**src/hw/rtl/ntt_pkg.sv**
```systemverilog
package ntt_pkg;

  localparam int unsigned ENTRIES_DEF = 64;

  // request codes
  localparam logic [1:0] REQ_OUTBOUND = 2'd0;
  localparam logic [1:0] REQ_INBOUND  = 2'd1;
  localparam logic [1:0] REQ_TICK     = 2'd2;

  // result status codes
  localparam logic [1:0] ST_HIT     = 2'd0;
  localparam logic [1:0] ST_CREATED = 2'd1;
  localparam logic [1:0] ST_MISS    = 2'd2;
  localparam logic [1:0] ST_FULL    = 2'd3;

  // configuration register indexes
  localparam logic [1:0] CFG_OUTER_ADDRESS = 2'd0;
  localparam logic [1:0] CFG_TIMEOUT       = 2'd1;
  localparam logic [1:0] CFG_PORT_MIN      = 2'd2;
  localparam logic [1:0] CFG_PORT_MAX      = 2'd3;

  typedef enum logic [2:0] {
    S_IDLE,
    S_READ,
    S_EVAL,
    S_PORT,
    S_DONE
  } state_t;

  typedef struct packed {
    logic [31:0] inner_addr;
    logic [15:0] inner_port;
    logic [31:0] tunnel_addr;
    logic [15:0] tunnel_port;
    logic [15:0] outer_port;
  } entry_t;

  // store write strobes
  typedef struct packed {
    logic touch;
    logic evict;
    logic alloc;
  } wr_t;

endpackage

```
**src/hw/rtl/ntt_ctrl.sv**
```systemverilog
module ntt_ctrl
  import ntt_pkg::*;
#(
  parameter int unsigned ENTRIES = ENTRIES_DEF,
  parameter int unsigned IW      = $clog2(ENTRIES),
  parameter int unsigned KW      = $clog2(ENTRIES + 1)
) (
  input  logic          clk,
  input  logic          rst_n,
  input  logic          in_valid,
  output logic          in_stall,
  input  logic [1:0]    in_req_type,
  input  logic [31:0]   in_inner_addr,
  input  logic [15:0]   in_inner_port,
  input  logic [31:0]   in_tunnel_addr,
  input  logic [15:0]   in_tunnel_port,
  input  logic [31:0]   in_outer_addr,
  input  logic [15:0]   in_outer_port,
  input  logic [31:0]   outer_address,
  input  logic [15:0]   timeout_seconds,
  input  logic [15:0]   port_min,
  input  logic [15:0]   port_max,
  output logic          out_valid,
  input  logic          out_stall,
  output logic [1:0]    out_status,
  output logic [15:0]   out_out_outer_port,
  output logic [31:0]   out_out_inner_addr,
  output logic [15:0]   out_out_inner_port,
  output logic [31:0]   out_out_tunnel_addr,
  output logic [15:0]   out_out_tunnel_port,
  output logic [IW-1:0] rd_idx,
  input  entry_t        rd_data,
  input  logic [31:0]   rd_touch,
  input  logic          rd_valid,
  output wr_t           wr,
  output logic [IW-1:0] wr_idx,
  output entry_t        wr_data,
  output logic [31:0]   wr_touch
);

  state_t           state_r, state_nxt;
  logic [IW-1:0]    idx_r, idx_nxt;
  logic [IW-1:0]    slot_r, slot_nxt;
  logic             slot_ok_r, slot_ok_nxt;
  logic [ENTRIES:0] bm_r, bm_nxt;
  logic [KW-1:0]    k_r, k_nxt;
  logic             outb_r, outb_nxt;
  entry_t           req_r, req_nxt;
  logic [31:0]      now_r, now_nxt;
  logic [1:0]       res_st_r, res_st_nxt;
  entry_t           res_r, res_nxt;
  logic             ov_r, ov_nxt;
  logic [1:0]       ost_r, ost_nxt;
  entry_t           ores_r, ores_nxt;

  logic        accept, last, match, evict;
  logic [31:0] age;
  logic [16:0] diff, cand;

  always_ff @(posedge clk) begin
    if (!rst_n) begin
      state_r <= S_IDLE;
      now_r   <= '0;
      ov_r    <= 1'b0;
    end else begin
      state_r <= state_nxt;
      now_r   <= now_nxt;
      ov_r    <= ov_nxt;
    end
  end

  always_ff @(posedge clk) begin
    idx_r     <= idx_nxt;
    slot_r    <= slot_nxt;
    slot_ok_r <= slot_ok_nxt;
    bm_r      <= bm_nxt;
    k_r       <= k_nxt;
    outb_r    <= outb_nxt;
    req_r     <= req_nxt;
    res_st_r  <= res_st_nxt;
    res_r     <= res_nxt;
    ost_r     <= ost_nxt;
    ores_r    <= ores_nxt;
  end

  assign accept = in_valid && !in_stall;
  assign last   = (idx_r == IW'(ENTRIES - 1));
  assign age    = now_r - rd_touch;
  assign match  = (rd_data.inner_addr == req_r.inner_addr) &&
                  (rd_data.inner_port == req_r.inner_port) &&
                  (rd_data.tunnel_addr == req_r.tunnel_addr) &&
                  (rd_data.tunnel_port == req_r.tunnel_port);
  assign evict  = rd_valid && !match && (age > {16'd0, timeout_seconds});
  assign diff   = {1'b0, rd_data.outer_port} - {1'b0, port_min};
  assign cand   = {1'b0, port_min} + 17'(k_r);

  // sequencer
  always_comb begin
    state_nxt   = state_r;
    idx_nxt     = idx_r;
    slot_nxt    = slot_r;
    slot_ok_nxt = slot_ok_r;
    bm_nxt      = bm_r;
    k_nxt       = k_r;
    outb_nxt    = outb_r;
    req_nxt     = req_r;
    now_nxt     = now_r;
    res_st_nxt  = res_st_r;
    res_nxt     = res_r;
    ov_nxt      = ov_r;
    ost_nxt     = ost_r;
    ores_nxt    = ores_r;
    wr          = '0;
    wr_idx      = idx_r;
    wr_data     = req_r;
    wr_data.outer_port = cand[15:0];

    if (ov_r && !out_stall) begin
      ov_nxt = 1'b0;
    end

    unique case (state_r)
      S_IDLE: begin
        if (accept) begin
          req_nxt.inner_addr  = in_inner_addr;
          req_nxt.inner_port  = in_inner_port;
          req_nxt.tunnel_addr = in_tunnel_addr;
          req_nxt.tunnel_port = in_tunnel_port;
          req_nxt.outer_port  = in_outer_port;
          idx_nxt     = '0;
          slot_ok_nxt = 1'b0;
          bm_nxt      = '0;
          k_nxt       = '0;
          res_nxt     = '0;
          priority if (in_req_type == REQ_OUTBOUND) begin
            outb_nxt  = 1'b1;
            state_nxt = S_READ;
          end else if (in_req_type == REQ_INBOUND) begin
            outb_nxt = 1'b0;
            if (in_outer_addr == outer_address) begin
              state_nxt = S_READ;
            end else begin
              res_st_nxt = ST_MISS;
              state_nxt  = S_DONE;
            end
          end else if (in_req_type == REQ_TICK) begin
            now_nxt = now_r + 32'd1;
          end else begin
            // unknown request: dropped
            state_nxt = S_IDLE;
          end
        end
      end
      S_READ: begin
        state_nxt = S_EVAL;
      end
      S_EVAL: begin
        idx_nxt   = idx_r + IW'(1);
        state_nxt = S_READ;
        if (outb_r) begin
          if (rd_valid && match) begin
            wr.touch   = 1'b1;
            res_st_nxt = ST_HIT;
            res_nxt    = rd_data;
            state_nxt  = S_DONE;
          end else begin
            wr.evict = evict;
            if ((!rd_valid || evict) && !slot_ok_r) begin
              slot_nxt    = idx_r;
              slot_ok_nxt = 1'b1;
            end
            // mark ports just above port_min that stay in use
            if (rd_valid && !evict && !diff[16] &&
                diff[15:0] <= 16'(ENTRIES)) begin
              bm_nxt[diff[KW-1:0]] = 1'b1;
            end
            if (last) begin
              if (slot_ok_nxt) begin
                state_nxt = S_PORT;
              end else begin
                res_st_nxt = ST_FULL;
                state_nxt  = S_DONE;
              end
            end
          end
        end else begin
          if (rd_valid && rd_data.outer_port == req_r.outer_port &&
              age < {16'd0, timeout_seconds}) begin
            wr.touch   = 1'b1;
            res_st_nxt = ST_HIT;
            res_nxt    = rd_data;
            state_nxt  = S_DONE;
          end else if (last) begin
            res_st_nxt = ST_MISS;
            state_nxt  = S_DONE;
          end
        end
      end
      S_PORT: begin
        // lowest free port, one candidate a cycle
        if (bm_r[k_r]) begin
          k_nxt = k_r + KW'(1);
        end else if (cand > {1'b0, port_max}) begin
          res_st_nxt = ST_FULL;
          state_nxt  = S_DONE;
        end else begin
          wr.alloc   = 1'b1;
          wr_idx     = slot_r;
          res_st_nxt = ST_CREATED;
          res_nxt    = wr_data;
          state_nxt  = S_DONE;
        end
      end
      S_DONE: begin
        if (!ov_r || !out_stall) begin
          ov_nxt    = 1'b1;
          ost_nxt   = res_st_r;
          ores_nxt  = res_r;
          state_nxt = S_IDLE;
        end
      end
      default: state_nxt = S_IDLE;
    endcase
  end

  assign in_stall            = (state_r != S_IDLE);
  assign rd_idx              = idx_r;
  assign wr_touch            = now_r;
  assign out_valid           = ov_r;
  assign out_status          = ost_r;
  assign out_out_outer_port  = ores_r.outer_port;
  assign out_out_inner_addr  = ores_r.inner_addr;
  assign out_out_inner_port  = ores_r.inner_port;
  assign out_out_tunnel_addr = ores_r.tunnel_addr;
  assign out_out_tunnel_port = ores_r.tunnel_port;

endmodule

```
**config.mk**
```make
export PLATFORM = sky130hd
export DESIGN_NAME = ntt_ctrl
export DESIGN_NICKNAME = d
export VERILOG_FILES = /design/src/hw/rtl/ntt_pkg.sv /design/src/hw/rtl/ntt_ctrl.sv
export SDC_FILE = /design/constraint.sdc
export NUM_CORES = 1
export LEC_CHECK = 0
export BUFFER_PORTS_ARGS = -buffer_cell sky130_fd_sc_hd__buf_2
export CORE_AREA = 2 2 251 253
export DETAILED_ROUTE_END_ITERATION = 16
export DIE_AREA = 0 0 253 255
export SLEW_MARGIN = 20
export SYNTH_ARGS = -nofsm -noshare
export SYNTH_HDL_FRONTEND = slang
export SYNTH_SLANG_ARGS = --single-unit
```
**constraint.sdc**
```tcl
create_clock -name clk -period 30.8 [get_ports clk]
set_input_delay 7.7 -clock clk [delete_from_list [all_inputs] [get_ports clk]]
set_output_delay 7.7 -clock clk [all_outputs]
set_load 0.02 [all_outputs]
```
# == Yosys cells after proc, flatten, opt, wreduce, memory -nomap -nowiden ==
# Cells that the tools add are included.
# word_totals
ff_bits,462
output_inout_bits,275
# op_classes
add_sub_neg,6
n_lt_le_gt_ge,7
n_eq_ne,30
n_mux,72
bitwise_logic,4
reduce_logical,44
# op_table
operator,count
$mux W112,6
$pmux W112 S3,1
$mux W65,4
$pmux W65 S2,1
$eq A32 B32 Y1,3
$or A65 B65 Y65,1
$eq A16 B16 Y1,3
$mux W3,13
$add A32 B1 Y32 const B,1
$gt A32 B16 Y1,1
$lt A32 B16 Y1,1
$sub A32 B32 Y32,1
$mux W2,13
$mux W6,4
$ne A2 B2 Y1 const B,11
$mux W1,21
$add A16 B7 Y17,1
$gt A17 B16 Y1,1
$sub A16 B16 Y17,1
$le A16 B7 Y1 const B,1
$lt A7 B8 Y1 const B,2
$ne A4 B4 Y1 const B,4
$logic_and A1 B1 Y1,15
$pmux W3 S5,1
30 further kinds,52

# == Depth between registers and ports, before layout ==
# Gate-level depths: netlist of the first run.
# logic_depth
ltp_word,18
depth_mapped,21
depth_no_buf,21

# == Least setup slack after synthesis of the first run ==
# OpenSTA, ideal clock, no wires.
# synth_timing
path_kind,input-to-output
start,input port port_min[0]
end,output port wr_idx[0]
t_arrival_ns,11.258
path_slack_ns,11.842
path_stages,18
n_path_buf,1
path_cell_list,ha_1 > fa_1 > a21o_1 > a21oi_1 > o21bai_1 > a21oi_1 > nor2b_1 > nor2_1 > nor4_1 > xnor2_1 > ha_1 > a21oi_1 > nor2b_1 > o21ai_0 > and4b_1 > o21a_1 > buf_2 > mux2_2
# synth_lines
element,line,text
start: declaration,ntt_ctrl.sv:21,"input logic [15:0] port_min,"
end: declaration,ntt_ctrl.sv:36,"output logic [IW-1:0] wr_idx,"

# == Worst setup path in the final report of the first run ==
# layout_timing
start,input port port_min[0]
end,output port wr_idx[2]
# layout_between
elab_chain_len,5
# layout_lines
element,line,text
$add A16 B7 Y17,ntt_ctrl.sv:95,"assign cand = {1'b0, port_min} + 17'(k_r);"
$gt A17 B16 Y1,ntt_ctrl.sv:203,"end else if (cand > {1'b0, port_max}) begin"
$mux W6,ntt_ctrl.sv:203,
$mux W6,ntt_ctrl.sv:201,if (bm_r[k_r]) begin
$mux W6,ntt_ctrl.sv:122,unique case (state_r)
# Every way passes these cells.

==> results.json, run 1 <==
{
  "ant_nets": 0,
  "dr_total_vias": 17800,
  "ctsHoldBuffers": 0,
  "start_util_pct": 38.1,
  "fin_nets": 2962,
  "io_pins": 650,
  "fmax_mhz": 50.9,
  "cp_slowest_cell": "o21a_1",
  "maxSlewHeadroom_pct": 30.2,
  "ys_seq_area_share_pct": 57.1,
  "wire_per_inst_um": 23.3,
  "multi_input_area_um2": 8840,
  "report.final.slew_viol_count": 0,
  "peakVddDrop_uv": 43.1,
  "final_cell_mix": "buf_2 (649), edfxtp_1 (426), nor2_1 (162)",
  "tightest_slew_ns": 1.04,
  "cts_sinks": 462,
  "clockBufferDepth": 3,
  "cpMostUsedCell": "nor2_1",
  "worst_ep_required_time_ns": 23.10,
  "antenna_found_initial": 17,
  "die_h_um": 255,
  "drtPass1Iterations": 5,
  "p_leak_uw": 0.0118,
  "root_buffer": "clkbuf_16",
  "synth.distinct_cells": 83,
  "worstPathBufferInverterCount": 2,
  "fillers": 5771,
  "ys.flop_type": "edfxtp_1",
  "register_area_um2": 13500,
  "drive_above_1_share_pct": 31.1,
  "htreeDepth": 2,
  "synth.ff_latch_count": 462,
  "r2r_cells": 20,
  "power_density_nw_per_um2": 53.1,
  "syn2layout_area_growth_pct": 21.5,
  "first_global_vias": 17600,
  "critPathArrivalTime_ns": 11.95,
  "grt.total_usage_pct": 23.1,
  "path_class": "input port to output pin",
  "final_common_cell": "buf_2",
  "cap_violations": 0,
  "hold_path_depth": 0,
  "cts-resized-gates": 0,
  "port_buffers": 649,
  "drc": 0,
  "rsz0062_at_grt": "no",
  "clk_pin_slew_worst_paths_ns": 0.06,
  "die_x_um": 253,
  "coreArea_um2": 62200,
  "finalSetupViolations": 0,
  "setup.worst_path.start_class": "input port",
  "dp_hpwl_um": 60100,
  "synth_area_per_cell_um2": 12.3,
  "gp_congestion": 0.940,
  "tns_ns": 0,
  "placed_area_um2": 27100,
  "worstPathCellList": "buf_2 > ha_1 > fa_1 > a21o_1 > a21oi_1 > o21bai_1 > a21oi_1 > nor2b_1 > nor2_1 > nor2_1 > nand2_1 > xnor2_1 > ha_1 > nand4_1 > nor4_1 > nor2_1 > nor2_1 > o21a_1 > mux2_2 > buf_2",
  "cpPeakStageDelay_ns": 0.46,
  "syn-num-nets": 2399,
  "worst-path-max-fanout": 7,
  "syn-instance-count": 1932,
  "endpoint_kind": "output pin",
  "grt_pass1_wl_um": 110000,
  "clk_latency_ns": 0.61,
  "holdCritPathClass": "flip-flop to flip-flop",
  "status": "completed",
  "numCtsBuffers": 53,
  "postCtsSetupRepairBufs": 0,
  "design_area_um2": 28800,
  "cp_num_cells": 20,
  "placementRows": 92,
  "routed_wl_um": 77900,
  "hold_viol_final": 0,
  "finalCritPeriodShare_pct": 63.8,
  "synth_area_um2": 23700,
  "final_util_pct": 46.3,
  "synth_edf_count": 426,
  "path_delay_family": "simple AND/OR/NAND/NOR gates",
  "gr-total-overflow": 0,
  "ys_warn_count": 0,
  "drt_iter0_markers": 1198,
  "fin_crit_ns": 19.65,
  "async_flop_share_pct": 0,
  "grt_max_degree": 74,
  "cts_tree": "yes",
  "via_per_inst": 5.33,
  "fin_skew_ns": 0.0264,
  "die_area_um2": 64500
}
## sequential cells by signal, indices dropped and copies added, names as in the netlist
signal	count
state_r	3
k_r	7
out_out_inner_addr	32
out_out_tunnel_addr	32
wr_touch	32
slot_ok_r	1
out_status	2
out_out_outer_port	16
out_out_tunnel_port	16
rd_idx	6
wr_data	96
out_valid	1
slot_r	6
res_st_r	2
req_r	16
bm_r	65
outb_r	1
res_r	112
out_out_inner_port	16
## path summary, 6_finish.rpt
kind	startpoint	endpoint	slack, ns
setup / recovery	port_min[0]	wr_idx[2]	11.15
hold / removal	res_r[70]	out_out_inner_port[6]	0.41
setup reg to reg	wr_touch[0]	res_r[102]	24.95
hold reg to reg	res_r[70]	out_out_inner_port[6]	0.41
## through the flow
stage	total power (uW)	std cells	hold slack [ns]	setup WS (ns)
3_3_place_gp	944	3239	0.400	11.27
5_1_grt	1590	3342	0.413	10.89
6_report	1530	3350	0.410	11.15
4_1_cts	1540	3337	0.413	11.16
3_5_place_dp	947	3239	0.405	11.20
2_1_floorplan	869	1932	0.400	11.84
## synth_stat cells, drive strengths merged (36+ instances only)
cell,instances,area [um^2]
xnor2,119,1040
nand4,51,319
buf,107,791
o21ai,46,238
dfxtp,36,721
a22o,111,972
nand3,38,190
ha,89,1110
nand2,74,280
xor2,103,902
nor2,163,614
inv,103,387
clkbuf,50,199
edfxtp,426,12800
a21oi,129,653
## layer usage
metal	wire length [um]	share of wire [%]	vias to the layer above	track usage (%)
li1	-	-	8263	-
met1	29500	38	8611	26.9
met2	39000	50	802	41.2
met3	6440	8.3	150	5.73
met4	2940	3.8	14	8.45
met5	88	0.11	-	0
## final cells by class
type                    count  area share (%)
inverters                 103            1.35
flip-flops and latches    462            46.9
well taps                 799            3.47
clock buffers              64            4.75
repair buffers            665            11.7
multi-input cells        1210            30.7
clock inverters            34           0.965
diodes                     13           0.113
## power by group
part	total (uW)	internal (uW)	switching, uW
Sequential	738	719	19.0
Combinational	195	72.7	122
Clock	595	335	260
## logic make-up (layout without fill, tap and decap cells)
family / Yosys count / after routing / share of synthesized area (%)
and+or+nand+nor: 465 / 465 / 9.76
DFF: 462 / 462 / 57.1
AOI/OAI and AO/OA: 395 / 395 / 11.6
buffers and inverters: 260 / 866 / 5.81
xor gates and xnor gates: 222 / 222 / 8.21
adders and majority gates: 92 / 92 / 4.96
muxes: 36 / 36 / 2.61
other: 0 / 13 / 0
No activity file was read; power rests on OpenSTA's default activity.
==> run 2, diff against run 1 <==
--- a/config.mk
+++ b/config.mk
@@ -6,9 +6,9 @@
 export NUM_CORES = 1
 export LEC_CHECK = 0
 export BUFFER_PORTS_ARGS = -buffer_cell sky130_fd_sc_hd__buf_2
-export CORE_AREA = 2 2 251 253
+export CORE_AREA = 2 2 256 258
 export DETAILED_ROUTE_END_ITERATION = 16
-export DIE_AREA = 0 0 253 255
+export DIE_AREA = 0 0 258 260
 export SLEW_MARGIN = 20
 export SYNTH_ARGS = -nofsm -noshare
 export SYNTH_HDL_FRONTEND = slang
==> constraint.sdc (replaced) <==
create_clock -name clk -period 19.21 [get_ports clk]
set_input_delay 4.8025 -clock clk [delete_from_list [all_inputs] [get_ports clk]]
set_output_delay 4.8025 -clock clk [all_outputs]
set_load 0.02 [all_outputs]
==> run 2 against run 1 <==
Clock skew increased by 0.017 ns. Global-route usage decreased by 0.16 points. Clock power rose by 66%. Register-to-register slack lost 11 ns. Final area grew 0.45%.
==> results.json, run 2 (synthesized netlist as in run 1, its figures left out) <==
{
  "status": "completed",
  "worstPathCellList": "buf_2 > inv_1 > ha_1 > nor2b_4 > o31a_1 > o31a_1 > or3_2 > xor2_1 > ha_1 > nand2_1 > nor2_1 > a2111oi_0 > nor2_1 > o32ai_1 > and3_1 > nand3_1 > o31ai_1 > and2_1 > buf_2",
  "via_per_inst": 5.27,
  "ant_nets": 0,
  "rsz0062_at_grt": "no",
  "r2r_cells": 18,
  "place_inst": 3295,
  "p_leak_uw": 0.0118,
  "fmax_mhz": 72.1,
  "maxSlewHeadroom_pct": 25.7,
  "rr_startpoint": "wr_touch[1]",
  "report.final.slew_viol_count": 0,
  "multi_input_area_um2": 8840,
  "path_class": "input port to output pin",
  "cpPeakStageDelay_ns": 0.49,
  "worst-path-max-fanout": 5,
  "io_pins": 650,
  "largest_reg_flops": 112,
  "dp_hpwl_um": 62000,
  "htreeDepth": 2,
  "power_density_nw_per_um2": 86.0,
  "clockBufferDepth": 3,
  "placementRows": 93,
  "die_x_um": 258,
  "first_global_vias": 17900,
  "cap_violations": 0,
  "die_h_um": 260,
  "wire_per_inst_um": 23.4,
  "grt_max_degree": 75,
  "path_delay_family": "compound AO/OA/AOI/OAI gates",
  "hold_viol_final": 0,
  "fin_ws_ns": 5.34,
  "drt_iter0_markers": 1538,
  "numCtsBuffers": 52,
  "worstPathBufferInverterCount": 3,
  "start_util_pct": 36.9,
  "setup.worst_path.start_class": "input port",
  "ctsHoldBuffers": 0,
  "register_area_um2": 13500,
  "port_buffers": 649,
  "peakVddDrop_uv": 62.2,
  "routed_wl_um": 79600,
  "root_buffer": "clkbuf_16",
  "dr_total_vias": 17900,
  "postCtsSetupRepairBufs": 0,
  "clk_latency_ns": 0.61,
  "final_common_cell": "buf_2",
  "r2r_end": "res_r[106]",
  "rrSetupSlack_ns": 13.58,
  "cts_tree": "yes",
  "worst_ep_required_time_ns": 14.41,
  "worstHoldEndpoint": "out_out_inner_addr[30]",
  "drive_above_1_share_pct": 31.3,
  "drtPass1Iterations": 5,
  "hold_path_depth": 0,
  "tns_ns": 0,
  "fin_nets": 2961,
  "gr-total-overflow": 0,
  "gp_congestion": 0.980,
  "fin_skew_ns": 0.0434,
  "clk_pin_slew_worst_paths_ns": 0.06,
  "stdcell_count": 3403,
  "tightest_slew_ns": 1.11,
  "endpoint_kind": "output pin",
  "die_area_um2": 67100,
  "drc": 0,
  "antenna_found_initial": 11,
  "fillers": 5993,
  "finalSetupViolations": 0,
  "cts-resized-gates": 0,
  "cp-startpoint": "rd_touch[1]",
  "hp-start": "res_r[110]",
  "coreArea_um2": 64100,
  "dp_slack_ns": 5.36,
  "regMostFlops": "res_r",
  "fin_crit_ns": 13.87,
  "final_cell_mix": "buf_2 (649), edfxtp_1 (426), nor2_1 (162)",
  "cp_slowest_cell": "or3_2",
  "holdCritPathClass": "flip-flop to flip-flop",
  "cts_sinks": 462,
  "p_total_uw": 2490,
  "syn2layout_area_growth_pct": 22.1,
  "finalCritPeriodShare_pct": 72.2,
  "grt_pass1_wl_um": 115000,
  "critPathArrivalTime_ns": 9.07,
  "grt.total_usage_pct": 22.9
}
[run 2: cell count changes in the layout (fill, tap and decap cells not counted), sizes merged]
cell,previous run,this run
clkinv,26,24
inv,102,105
clkinvlp,7,1
clkbuf,64,63
bufinv,2,5
[run 2: stage by stage]
step / cell area (um^2) / hold WS (ns) / util [%]
after floorplan: 23700 / 0.400 / -
after global placement: 27200 / 0.401 / 42.4
after detailed placement: 27200 / 0.405 / 42.4
final: 28900 / 0.384 / 45.1
after global routing: 28900 / 0.378 / 45.1
after CTS: 28900 / 0.371 / 45.0
[run 2: layout make-up]
type                            instances  area share, %
Sequential cell                       462           46.7
Multi-Input combinational cell       1210           30.6
Timing Repair Buffer                  665           11.6
Clock buffer                           63           4.75
Tap cell                              855           3.70
Inverter                              103           1.35
Clock inverter                         32           1.13
Antenna cell                           13          0.113
[run 2: worst max path at each step]
| stage | endpoint | slack (ns) | depth (start not counted) |
|---|---|---|---|
| finish | wr[2] | 5.34 | 19 |
| global route | wr[2] | 5.06 | 19 |
| CTS | wr[2] | 5.34 | 19 |
| detailed placement | wr[2] | 5.36 | 19 |
| global placement | wr[2] | 5.29 | 19 |
| floorplan | wr_idx[0] | 6.05 | 18 |
[run 2: power breakdown]
group          internal, uW  switching, uW  leakage, uW  total (uW)
Sequential             1150           30.2      0.00445        1180
Combinational           117            198      0.00655         314
Clock                   577            412     0.000831         989
[run 2: layer usage]
layer	share of wire (%)	global-route usage, %	vias to the layer above
met1	39	27.6	8758
met4	3.6	8.57	4
li1	-	-	8269
met5	0.034	0	-
met2	50	40.7	767
met3	7.4	4.49	121
[run 2: worst register-to-register path: stages, from the launching register on]
cell	delay, ns
dfxtp_1	0.52
ha_1	0.31
nor2b_4	0.14
o31a_1	0.31
o31a_1	0.31
or3_2	0.49
xor2_1	0.16
ha_1	0.32
nand2_1	0.08
nor2_1	0.04
a2111oi_0	0.38
nor2_1	0.09
o32ai_1	0.36
and3_1	0.21
nand3_1	0.10
o31ai_1	0.29
or2_1	0.17
nor3b_4	0.19
buf_4	0.68
